<file path="src/rtl/assert_macros.svh">
// Assertion macros used by the dispatcher back end.
`ifndef ASSERT_MACROS_SVH
`define ASSERT_MACROS_SVH
`ifndef NO_ASSERTIONS
// Check on every clock edge outside reset.
`define RGD_ASSERT(lbl, prop, msg) \
  lbl: assert property (@(posedge clk_i) disable iff (!rst_ni) prop) else $error(msg);
// Check on every clock edge, reset included.
`define RGD_ASSERT_ALWAYS(lbl, prop, msg) \
  lbl: assert property (@(posedge clk_i) prop) else $error(msg);
`else
`define RGD_ASSERT(lbl, prop, msg)
`define RGD_ASSERT_ALWAYS(lbl, prop, msg)
`endif
`endif

</file>
<file path="src/rtl/rgd_pkg.sv">
// Types, codes and defaults of the grouped request dispatcher.
`timescale 1ns / 1ps
package rgd_pkg;

  localparam int unsigned SLOTS_DEF      = 64;
  localparam int unsigned GROUP_BITS_DEF = 8;

  localparam int unsigned CFG_IDX_W  = 1;
  localparam int unsigned CFG_DATA_W = 16;

  localparam logic [CFG_IDX_W-1:0] CFG_QUEUE_LIMIT = 1'b0;
  localparam logic [CFG_IDX_W-1:0] CFG_AGING_LIMIT = 1'b1;

  localparam logic [6:0]  QUEUE_LIMIT_RST = 7'd64;
  localparam logic [15:0] AGING_LIMIT_RST = 16'd8;

  localparam logic [1:0] STAT_OK     = 2'd0;
  localparam logic [1:0] STAT_FULL   = 2'd1;
  localparam logic [1:0] STAT_CLOSED = 2'd2;
  localparam logic [1:0] STAT_EMPTY  = 2'd3;

  typedef enum logic [1:0] {
    OP_ENQ   = 2'd0,
    OP_DISP  = 2'd1,
    OP_CLOSE = 2'd2,
    OP_NONE  = 2'd3
  } op_e;

  typedef struct packed {
    op_e         op;
    logic [15:0] tag;
    logic [7:0]  grp;
  } cmd_t;

  typedef struct packed {
    logic                  we;
    logic [CFG_IDX_W-1:0]  idx;
    logic [CFG_DATA_W-1:0] data;
  } cfg_wr_t;

endpackage

</file>
<file path="src/rtl/rgd_if.sv">
// Request and response channel interfaces of the dispatcher.
`timescale 1ns / 1ps
interface rgd_req_if;
  logic        valid;
  logic        ready;
  logic [1:0]  operation;
  logic [15:0] request_tag;
  logic [7:0]  group_id;
  modport source (output valid, operation, request_tag, group_id, input ready);
  modport sink (input valid, operation, request_tag, group_id, output ready);
endinterface


</file>
<file path="src/rtl/rgd_front.sv">
// Front end: accepts items, decodes the operation and queues commands.
`timescale 1ns / 1ps
module rgd_front (
  input  logic          clk_i,
  input  logic          rst_ni,
  rgd_req_if.sink       req_i,
  output rgd_pkg::cmd_t cmd_o,
  output logic          cmd_valid_o,
  input  logic          cmd_pop_i
);
  import rgd_pkg::*;

  cmd_t       fifo_q [2];
  logic       wptr_q, rptr_q;
  logic [1:0] cnt_q, cnt_d;
  logic       push;
  cmd_t       cmd_in;

  always_comb begin
    cmd_in.tag = req_i.request_tag;
    cmd_in.grp = req_i.group_id;
    unique case (req_i.operation)
      OP_ENQ:   cmd_in.op = OP_ENQ;
      OP_DISP:  cmd_in.op = OP_DISP;
      OP_CLOSE: cmd_in.op = OP_CLOSE;
      default:  cmd_in.op = OP_NONE;
    endcase
  end

  assign req_i.ready = (cnt_q != 2'd2);
  assign push        = req_i.valid && req_i.ready;
  assign cmd_valid_o = (cnt_q != 2'd0);
  assign cmd_o       = fifo_q[rptr_q];

  always_comb begin
    cnt_d = cnt_q;
    if (push && !(cmd_pop_i && cmd_valid_o)) begin
      cnt_d = cnt_q + 2'd1;
    end else if (!push && cmd_pop_i && cmd_valid_o) begin
      cnt_d = cnt_q - 2'd1;
    end
  end

  always_ff @(posedge clk_i or negedge rst_ni) begin
    if (!rst_ni) begin
      wptr_q <= 1'b0;
      rptr_q <= 1'b0;
      cnt_q  <= 2'd0;
    end else begin
      cnt_q <= cnt_d;
      if (push) begin
        wptr_q <= ~wptr_q;
      end
      if (cmd_pop_i && cmd_valid_o) begin
        rptr_q <= ~rptr_q;
      end
    end
  end

  always_ff @(posedge clk_i) begin
    if (push) begin
      fifo_q[wptr_q] <= cmd_in;
    end
  end
endmodule

</file>
<file path="src/flat_wrapper.sv">
// flat-port wrapper written by rule: the top's interface ports become plain ports
module rgd_front_flat import rgd_pkg::*;
  (clk_i, rst_ni, cmd_o, cmd_valid_o, cmd_pop_i, req_i_valid, req_i_operation, req_i_request_tag, req_i_group_id, req_i_ready);
  rgd_req_if req_i_i ();
  input  logic clk_i;
  input  logic rst_ni;
  output rgd_pkg::cmd_t cmd_o;
  output logic cmd_valid_o;
  input  logic cmd_pop_i;
  input wire logic [$bits(req_i_i.valid)-1:0] req_i_valid;
  input wire logic [$bits(req_i_i.operation)-1:0] req_i_operation;
  input wire logic [$bits(req_i_i.request_tag)-1:0] req_i_request_tag;
  input wire logic [$bits(req_i_i.group_id)-1:0] req_i_group_id;
  output wire logic [$bits(req_i_i.ready)-1:0] req_i_ready;
  assign req_i_i.valid = req_i_valid;
  assign req_i_i.operation = req_i_operation;
  assign req_i_i.request_tag = req_i_request_tag;
  assign req_i_i.group_id = req_i_group_id;
  assign req_i_ready = req_i_i.ready;
  rgd_front u_core (.clk_i(clk_i), .rst_ni(rst_ni), .req_i(req_i_i), .cmd_o(cmd_o), .cmd_valid_o(cmd_valid_o), .cmd_pop_i(cmd_pop_i));
endmodule
</file>
<file path="config.mk">
export PLATFORM = sky130hd
export DESIGN_NAME = rgd_front_flat
export DESIGN_NICKNAME = d
export VERILOG_FILES = /design/src/rtl/assert_macros.svh /design/src/rtl/rgd_pkg.sv /design/src/rtl/rgd_if.sv /design/src/rtl/rgd_front.sv /design/src/flat_wrapper.sv
export SDC_FILE = /design/constraint.sdc
export NUM_CORES = 1
export LEC_CHECK = 0
export BUFFER_PORTS_ARGS = -buffer_cell sky130_fd_sc_hd__buf_2
export CORE_MARGIN = 5
export CORE_UTILIZATION = 40
export CTS_CLUSTER_SIZE = 10
export DETAILED_ROUTE_END_ITERATION = 8
export GPL_TIMING_DRIVEN = 0
export HOLD_SLACK_MARGIN = 0.12
export PLACE_DENSITY = 0.72
export SYNTH_ARGS = -nofsm -noshare
export SYNTH_HDL_FRONTEND = slang
export SYNTH_SLANG_ARGS = --single-unit
</file>
<file path="constraint.sdc">
create_clock -name clk_i -period 2.5 [get_ports clk_i]
set_input_delay 0.125 -clock clk_i [delete_from_list [all_inputs] [get_ports clk_i]]
set_output_delay 0.125 -clock clk_i [all_outputs]
set_load 0.1 [all_outputs]
</file>
==> flow_metrics.py, run 1 <==
metrics = {
    "worst_setup_path": {
        "cp_max_fo": 26,
        "critPathRequiredTime_ps": 2400,
        "critPathLaunchType": "register",
        "worstPathArrival_ps": 1910,
        "r2r-start": "u_core.cnt_q[0]",
        "worst_r2r_endpoint": "u_core.fifo_q[1][22]",
        "path_class": "register to register",
        "worstSetupEndpointType": "register",
        "r2r_setup_slack_ps": 490,
        "r2r_cells": 2,
    },
    "final_layout": {
        "diodes": 0,
        "nNetsFinal": 226,
        "layout-area-overhead-vs-synth_pct": 35.8,
        "drive_above_1_share": 0.472,
    },
    "synth": {
        "synth_area_um2": 2180,
        "synth_seq_area_share": 0.761,
        "avgSynthCellArea_um2": 21.0,
        "ys_ff_latch": 56,
        "synth_cell_type_count": 20,
        "yosysWarnings": 0,
        "syn_nets": 134,
        "synth_cells": 104,
    },
    "floorplan": {
        "die_y_um": 83.9,
        "boundaryPins": 58,
        "initial_core_util": 0.404,
        "num_rows": 27,
        "die_x_um": 83.9,
        "core_area_um2": 5410,
        "dieArea_um2": 7040,
    },
    "sta": {
        "slew_violations": 0,
        "timing.final.crit_share": 0.803,
        "relSlewSlack": 0.161,
        "setup_viol": 0,
        "hold_violations": 0,
        "worstMarginPinSlew_ps": 1260,
        "max_freq_mhz": 498,
        "finalCriticalPeriod_ps": 2010,
        "fin_tns_setup_ps": 0,
        "rsz0062_at_grt": "false",
        "fin_worst_skew_ps": 12.8,
    },
    "detailed_routing": {
        "wl_per_cell_um": 14.1,
        "detail-route-antenna-nets": 0,
        "drt_iter0_drc": 17,
        "vias_per_cell": 4.49,
        "dr.pass1.iters": 3,
        "finalWirelength_um": 3800,
        "dr_total_vias": 1207,
        "drcViolationCount": 0,
    },
    "clock_tree": {
        "cts_tree": "yes",
        "cts.reportedPaths.clkPinSlew_ps": 90,
        "clockRootBuffer": "clkbuf_8",
        "clk_latency_ps": 290,
        "cts.sinks": 56,
        "cts_buffers": 5,
        "h-tree-depth": 2,
        "clock_path_buffers": 2,
    },
    "place": {
        "portBuffers": 55,
        "dp_hpwl_um": 2520,
        "place_congestion": 0.652,
    },
    "grt": {
        "grt_overflow": 0,
        "first_global_vias": 1371,
        "grt_max_degree": 27,
        "antenna_found_initial": 0,
        "grt_pass1_wl_um": 6380,
        "track_usage": 0.115,
    },
    "run_status": {
        "status": "completed",
    },
    "hold_path": {
        "min_path_type": "input pin to asynchronous set/reset pin",
    },
    "flow_run": {
        "cap_violations": 0,
    },
}
[sequential cells by signal, indices dropped and copies added, names as in the netlist]
register and flops:
u_core.rptr_q 1, u_core.cnt_q 2, u_core.wptr_q 1, u_core.fifo_q 52
[kinds of logic (layout without fill, tap and decap cells)]
group                     Yosys count  after routing  synth area share
and+or+nand+nor                     8              8            0.0201
DFF                                56             56             0.761
muxes                              26             26             0.167
buffers and inverters               6             99            0.0286
AOI/OAI and AO/OA                   6              6            0.0160
xor gates and xnor gates            2              2           0.00802
[worst max-delay path, cell delays in order (launching register included)]
cell      delay [ps]
dfrtp_1          430
nand2b_2         170
and3_1          1010
[worst max path at each step]
stage	startpoint	end	slack [ps]	depth (start not counted)
after global placement	u_core.cnt_q[0]	u_core.fifo_q[0][2]	510	3
after detailed placement	u_core.cnt_q[0]	u_core.fifo_q[0][2]	360	3
final	u_core.cnt_q[0]	u_core.fifo_q[1][22]	490	2
after CTS	u_core.cnt_q[0]	u_core.fifo_q[0][1]	340	3
after floorplan	u_core.cnt_q[0]	u_core.fifo_q[0][0]	340	3
after global routing	u_core.cnt_q[0]	u_core.fifo_q[1][0]	330	2
[cell usage after synthesis, drive strengths merged]
library cell | n | area share
edfxtp | 52 | 0.71
mux2 | 26 | 0.17
dfrtp | 4 | 0.046
buf | 3 | 0.023
a21oi | 2 | 0.0046
clkbuf | 2 | 0.0034
nand2 | 2 | 0.0034
o21ai | 2 | 0.0046
xnor2 | 2 | 0.0080
a21boi | 1 | 0.0034
and3 | 1 | 0.0029
inv | 1 | 0.0017
nand2b | 1 | 0.0029
nor2 | 1 | 0.0017
nor2b | 1 | 0.0029
nor3b | 1 | 0.0034
o211ai | 1 | 0.0034
or2 | 1 | 0.0029
[cell type report]
| class | count | area [µm²] |
|---|---|---|
| Clock inverter | 1 | 30.0 |
| Sequential cell | 56 | 1660 |
| Multi-Input combinational cell | 42 | 465 |
| Buffer | 5 | 58.8 |
| Tap cell | 72 | 90.1 |
| Inverter | 1 | 3.75 |
| Fill cell | 442 | 2440 |
| Timing Repair Buffer | 85 | 581 |
| Clock buffer | 7 | 76.3 |
[repair_timing]
item	CTS	global route
hold buffers	29	0
endpoints found under the hold margin	59	0
gates resized for setup	0	0
setup buffers	0	0
[stage by stage]
step	cell area [µm²]	instances	worst slack, ps	hold slack (ps)	util
after floorplan	2190	104	339	-171	-
after global placement	2550	231	514	-71.1	0.473
after detailed placement	2550	231	364	-65.9	0.473
after CTS	2950	268	338	135	0.546
after global routing	2970	269	334	177	0.549
final	2970	269	492	161	0.549
[layout by cell type (no fill, tap or decap), types with 4 or more instances in the layout]
cell            n
clkbuf_1        4
dlygate4sd3_1  29
clkbuf_8        5
buf_2          55
edfxtp_1       52
mux2_2          7
mux2_4         19
dfrtp_1         4
[metal layers]
metal | global-route usage | vias up | share of wire
met5 | 0 | - | 0
met4 | 0.0278 | 0 | 0.012
met3 | 0.0434 | 8 | 0.062
met2 | 0.215 | 37 | 0.55
met1 | 0.120 | 583 | 0.37
li1 | - | 579 | -
Power of run 1 is left out: the tool's default activity adds up to more than one toggle a clock period on the data nets, which glitch-free logic cannot reach.
==> inputs of run 2 (changes only) <==
--- a/config.mk
+++ b/config.mk
@@ -5,6 +5,7 @@
 export SDC_FILE = /design/constraint.sdc
 export NUM_CORES = 1
 export LEC_CHECK = 0
+export ABC_AREA = 1
 export BUFFER_PORTS_ARGS = -buffer_cell sky130_fd_sc_hd__buf_2
 export CORE_MARGIN = 5
 export CORE_UTILIZATION = 40
@@ -12,7 +13,7 @@
 export DETAILED_ROUTE_END_ITERATION = 8
 export GPL_TIMING_DRIVEN = 0
 export HOLD_SLACK_MARGIN = 0.12
-export PLACE_DENSITY = 0.72
+export PLACE_DENSITY = 0.73
 export SYNTH_ARGS = -nofsm -noshare
 export SYNTH_HDL_FRONTEND = slang
 export SYNTH_SLANG_ARGS = --single-unit
==> constraint.sdc (replaced) <==
create_clock -name clk_i -period 1.92 [get_ports clk_i]
set_input_delay 0.096 -clock clk_i [delete_from_list [all_inputs] [get_ports clk_i]]
set_output_delay 0.096 -clock clk_i [all_outputs]
set_load 0.1 [all_outputs]
==> run 2 against run 1 <==
  * Clock-buffer cell count down 2
  * Global-route usage grew 0.59 points
  * Clock skew shrank 8.2 ps
  * Design area down 1.7%
  * Critical endpoint is now cmd_o[22]
  * Highest routed layer unchanged
==> flow_metrics.py, run 2 <==
metrics = {
    "clock_tree": {
        "cts_tree": "yes",
        "cts_buffers": 5,
        "h-tree-depth": 2,
        "cts-resized-gates": 0,
        "cts_setup_buffers": 0,
        "cts.reportedPaths.clkPinSlew_ps": 90,
        "hold_buffers": 30,
        "cts.sinks": 56,
        "clk_latency_ps": 300,
        "clock_path_buffers": 2,
        "clockRootBuffer": "clkbuf_8",
    },
    "sta": {
        "worstMarginPinSlew_ps": 804,
        "rsz0062_at_grt": "false",
        "relSlewSlack": 0.463,
        "slew_violations": 0,
        "finalCriticalPeriod_ps": 1730,
        "fin_worst_skew_ps": 4.61,
        "max_freq_mhz": 578,
        "fin_tns_setup_ps": 0,
        "setup_viol": 0,
        "hold_violations": 0,
        "timing.final.crit_share": 0.901,
    },
    "synth": {
        "synth_area_um2": 2140,
        "synthArstFlopShare": 0.0714,
        "ys_ff_latch": 56,
        "synth.area.top_cells": "edfxtp_1, nand2_1, dfrtp_1",
        "yosysWarnings": 0,
        "synth_top_area_cell": "edfxtp_1",
        "synth_top_area_frac": 0.730,
        "synth_cell_type_count": 16,
        "syn_nets": 198,
        "avgSynthCellArea_um2": 12.7,
        "synthTopCellsByCount": "nand2_1, edfxtp_1, nor2_1",
        "synth_seq_area_share": 0.777,
        "synth.most_common_cell": "nand2_1",
        "synth-edff-count": 52,
        "ys.flop_type": "edfxtp_1",
        "synth_cells": 168,
    },
    "worst_setup_path": {
        "path_class": "register to output port",
        "worstSetupEndpointType": "output port",
        "worstPathArrival_ps": 1630,
        "cp_max_fo": 10,
        "critPathLaunchType": "register",
        "critPathRequiredTime_ps": 1820,
    },
    "floorplan": {
        "die_x_um": 83.1,
        "initial_core_util": 0.416,
        "die_y_um": 83.1,
        "boundaryPins": 58,
        "core_area_um2": 5140,
        "num_rows": 26,
        "dieArea_um2": 6910,
    },
    "final_layout": {
        "nNetsFinal": 290,
        "top_regs": "u_core.fifo_q (52), u_core.cnt_q (2)",
        "layout-area-overhead-vs-synth_pct": 36.3,
        "top_register": "u_core.fifo_q",
        "final_common_cell": "nand2_1",
        "fin_cells": 331,
        "fill_cells": 453,
        "layout_common_cells": "nand2_1, buf_2, edfxtp_1",
        "drive_above_1_share": 0.280,
        "diodes": 0,
        "largest_register_ffs": 52,
    },
    "grt": {
        "grt_max_degree": 28,
        "grt_pass1_wl_um": 6540,
        "track_usage": 0.120,
        "first_global_vias": 1436,
        "antenna_found_initial": 0,
        "grt_overflow": 0,
    },
    "place": {
        "portBuffers": 55,
        "place_congestion": 0.725,
        "dp_hpwl_um": 2480,
        "post-place-cells": 293,
    },
    "run_status": {
        "status": "completed",
    },
    "detailed_routing": {
        "finalWirelength_um": 4000,
        "wl_met3_um": 224,
        "detail-route-antenna-nets": 0,
        "met1_length_um": 1630,
        "wl_per_cell_um": 12.1,
        "dr.pass1.iters": 4,
        "drt_iter0_drc": 83,
        "drcViolationCount": 0,
        "vias_per_cell": 4.30,
        "routed.top_layer": "met4",
        "dr_total_vias": 1422,
        "wl_met2_um": 2090,
    },
    "hold_path": {
        "min_path_type": "input pin to register",
    },
    "flow_run": {
        "cap_violations": 0,
    },
}
## run 2: cell count changes after synthesis, moves of 2 or more
cell | previous run | this run
buf_4 | 0 | 2
nand3_1 | 0 | 3
mux2_4 | 19 | 0
nand2_2 | 0 | 2
mux2_2 | 7 | 0
nor2_1 | 1 | 6
xnor2_1 | 2 | 0
buf_6 | 1 | 3
buf_12 | 2 | 0
nand2_1 | 2 | 81
inv_1 | 1 | 4
## run 2: worst paths after layout
check	from	to	slack, ps	depth (start not counted)
worst max-delay path	u_core.rptr_q	cmd_o[22]	190	6
worst min-delay path	req_i_request_tag[3]	u_core.fifo_q[0][11]	510	2
worst max register to register	u_core.cnt_q[1]	u_core.fifo_q[1][6]	240	3
worst min register to register	u_core.wptr_q	u_core.wptr_q	610	2
max in group asynchronous	rst_ni	u_core.cnt_q[1]	1060	3
min in group asynchronous	rst_ni	u_core.wptr_q	680	3
## run 2: per-stage QoR
stage	worst slack (ps)	hold WS (ps)	utilization	cell area, µm²
after global routing	87.2	497	0.567	2920
after CTS	156	499	0.567	2920
after detailed placement	228	-90.4	0.488	2510
final	189	510	0.567	2920
after global placement	261	-92.7	0.488	2510
after floorplan	53.2	-200	-	2150
## run 2: cell type report
cell class | count | area [µm²] | share of cell area
Buffer | 7 | 56.3 | 0.0193
Clock buffer | 5 | 68.8 | 0.0236
Clock inverter | 3 | 37.5 | 0.0129
Inverter | 6 | 25.0 | 0.00858
Multi-Input combinational cell | 99 | 404 | 0.139
Sequential cell | 56 | 1660 | 0.570
Tap cell | 70 | 87.6 | 0.0300
Timing Repair Buffer | 85 | 576 | 0.197
## run 2: worst max-delay path: stages (launching register included)
cell     delay (ps)
dfrtp_1         390
buf_6           150
inv_4           110
buf_6           150
nand2_1          50
nand2_1          60
buf_2           420
## run 2: cell families (layout without fill, tap and decap cells)
kind of cell / Yosys count / after routing / share of synthesized area
buffers and inverters: 13 / 106 / 0.0380
AOI/OAI and AO/OA: 5 / 5 / 0.0117
and+or+nand+nor: 94 / 94 / 0.174
DFF: 56 / 56 / 0.777
## run 2: layer usage
layer / track usage / vias up
met3: 0.0436 / 5
li1: - / 739
met4: 0.0490 / 0
met5: 0 / -
met2: 0.215 / 38
met1: 0.128 / 640
Power of run 2 is left out for the same reason.
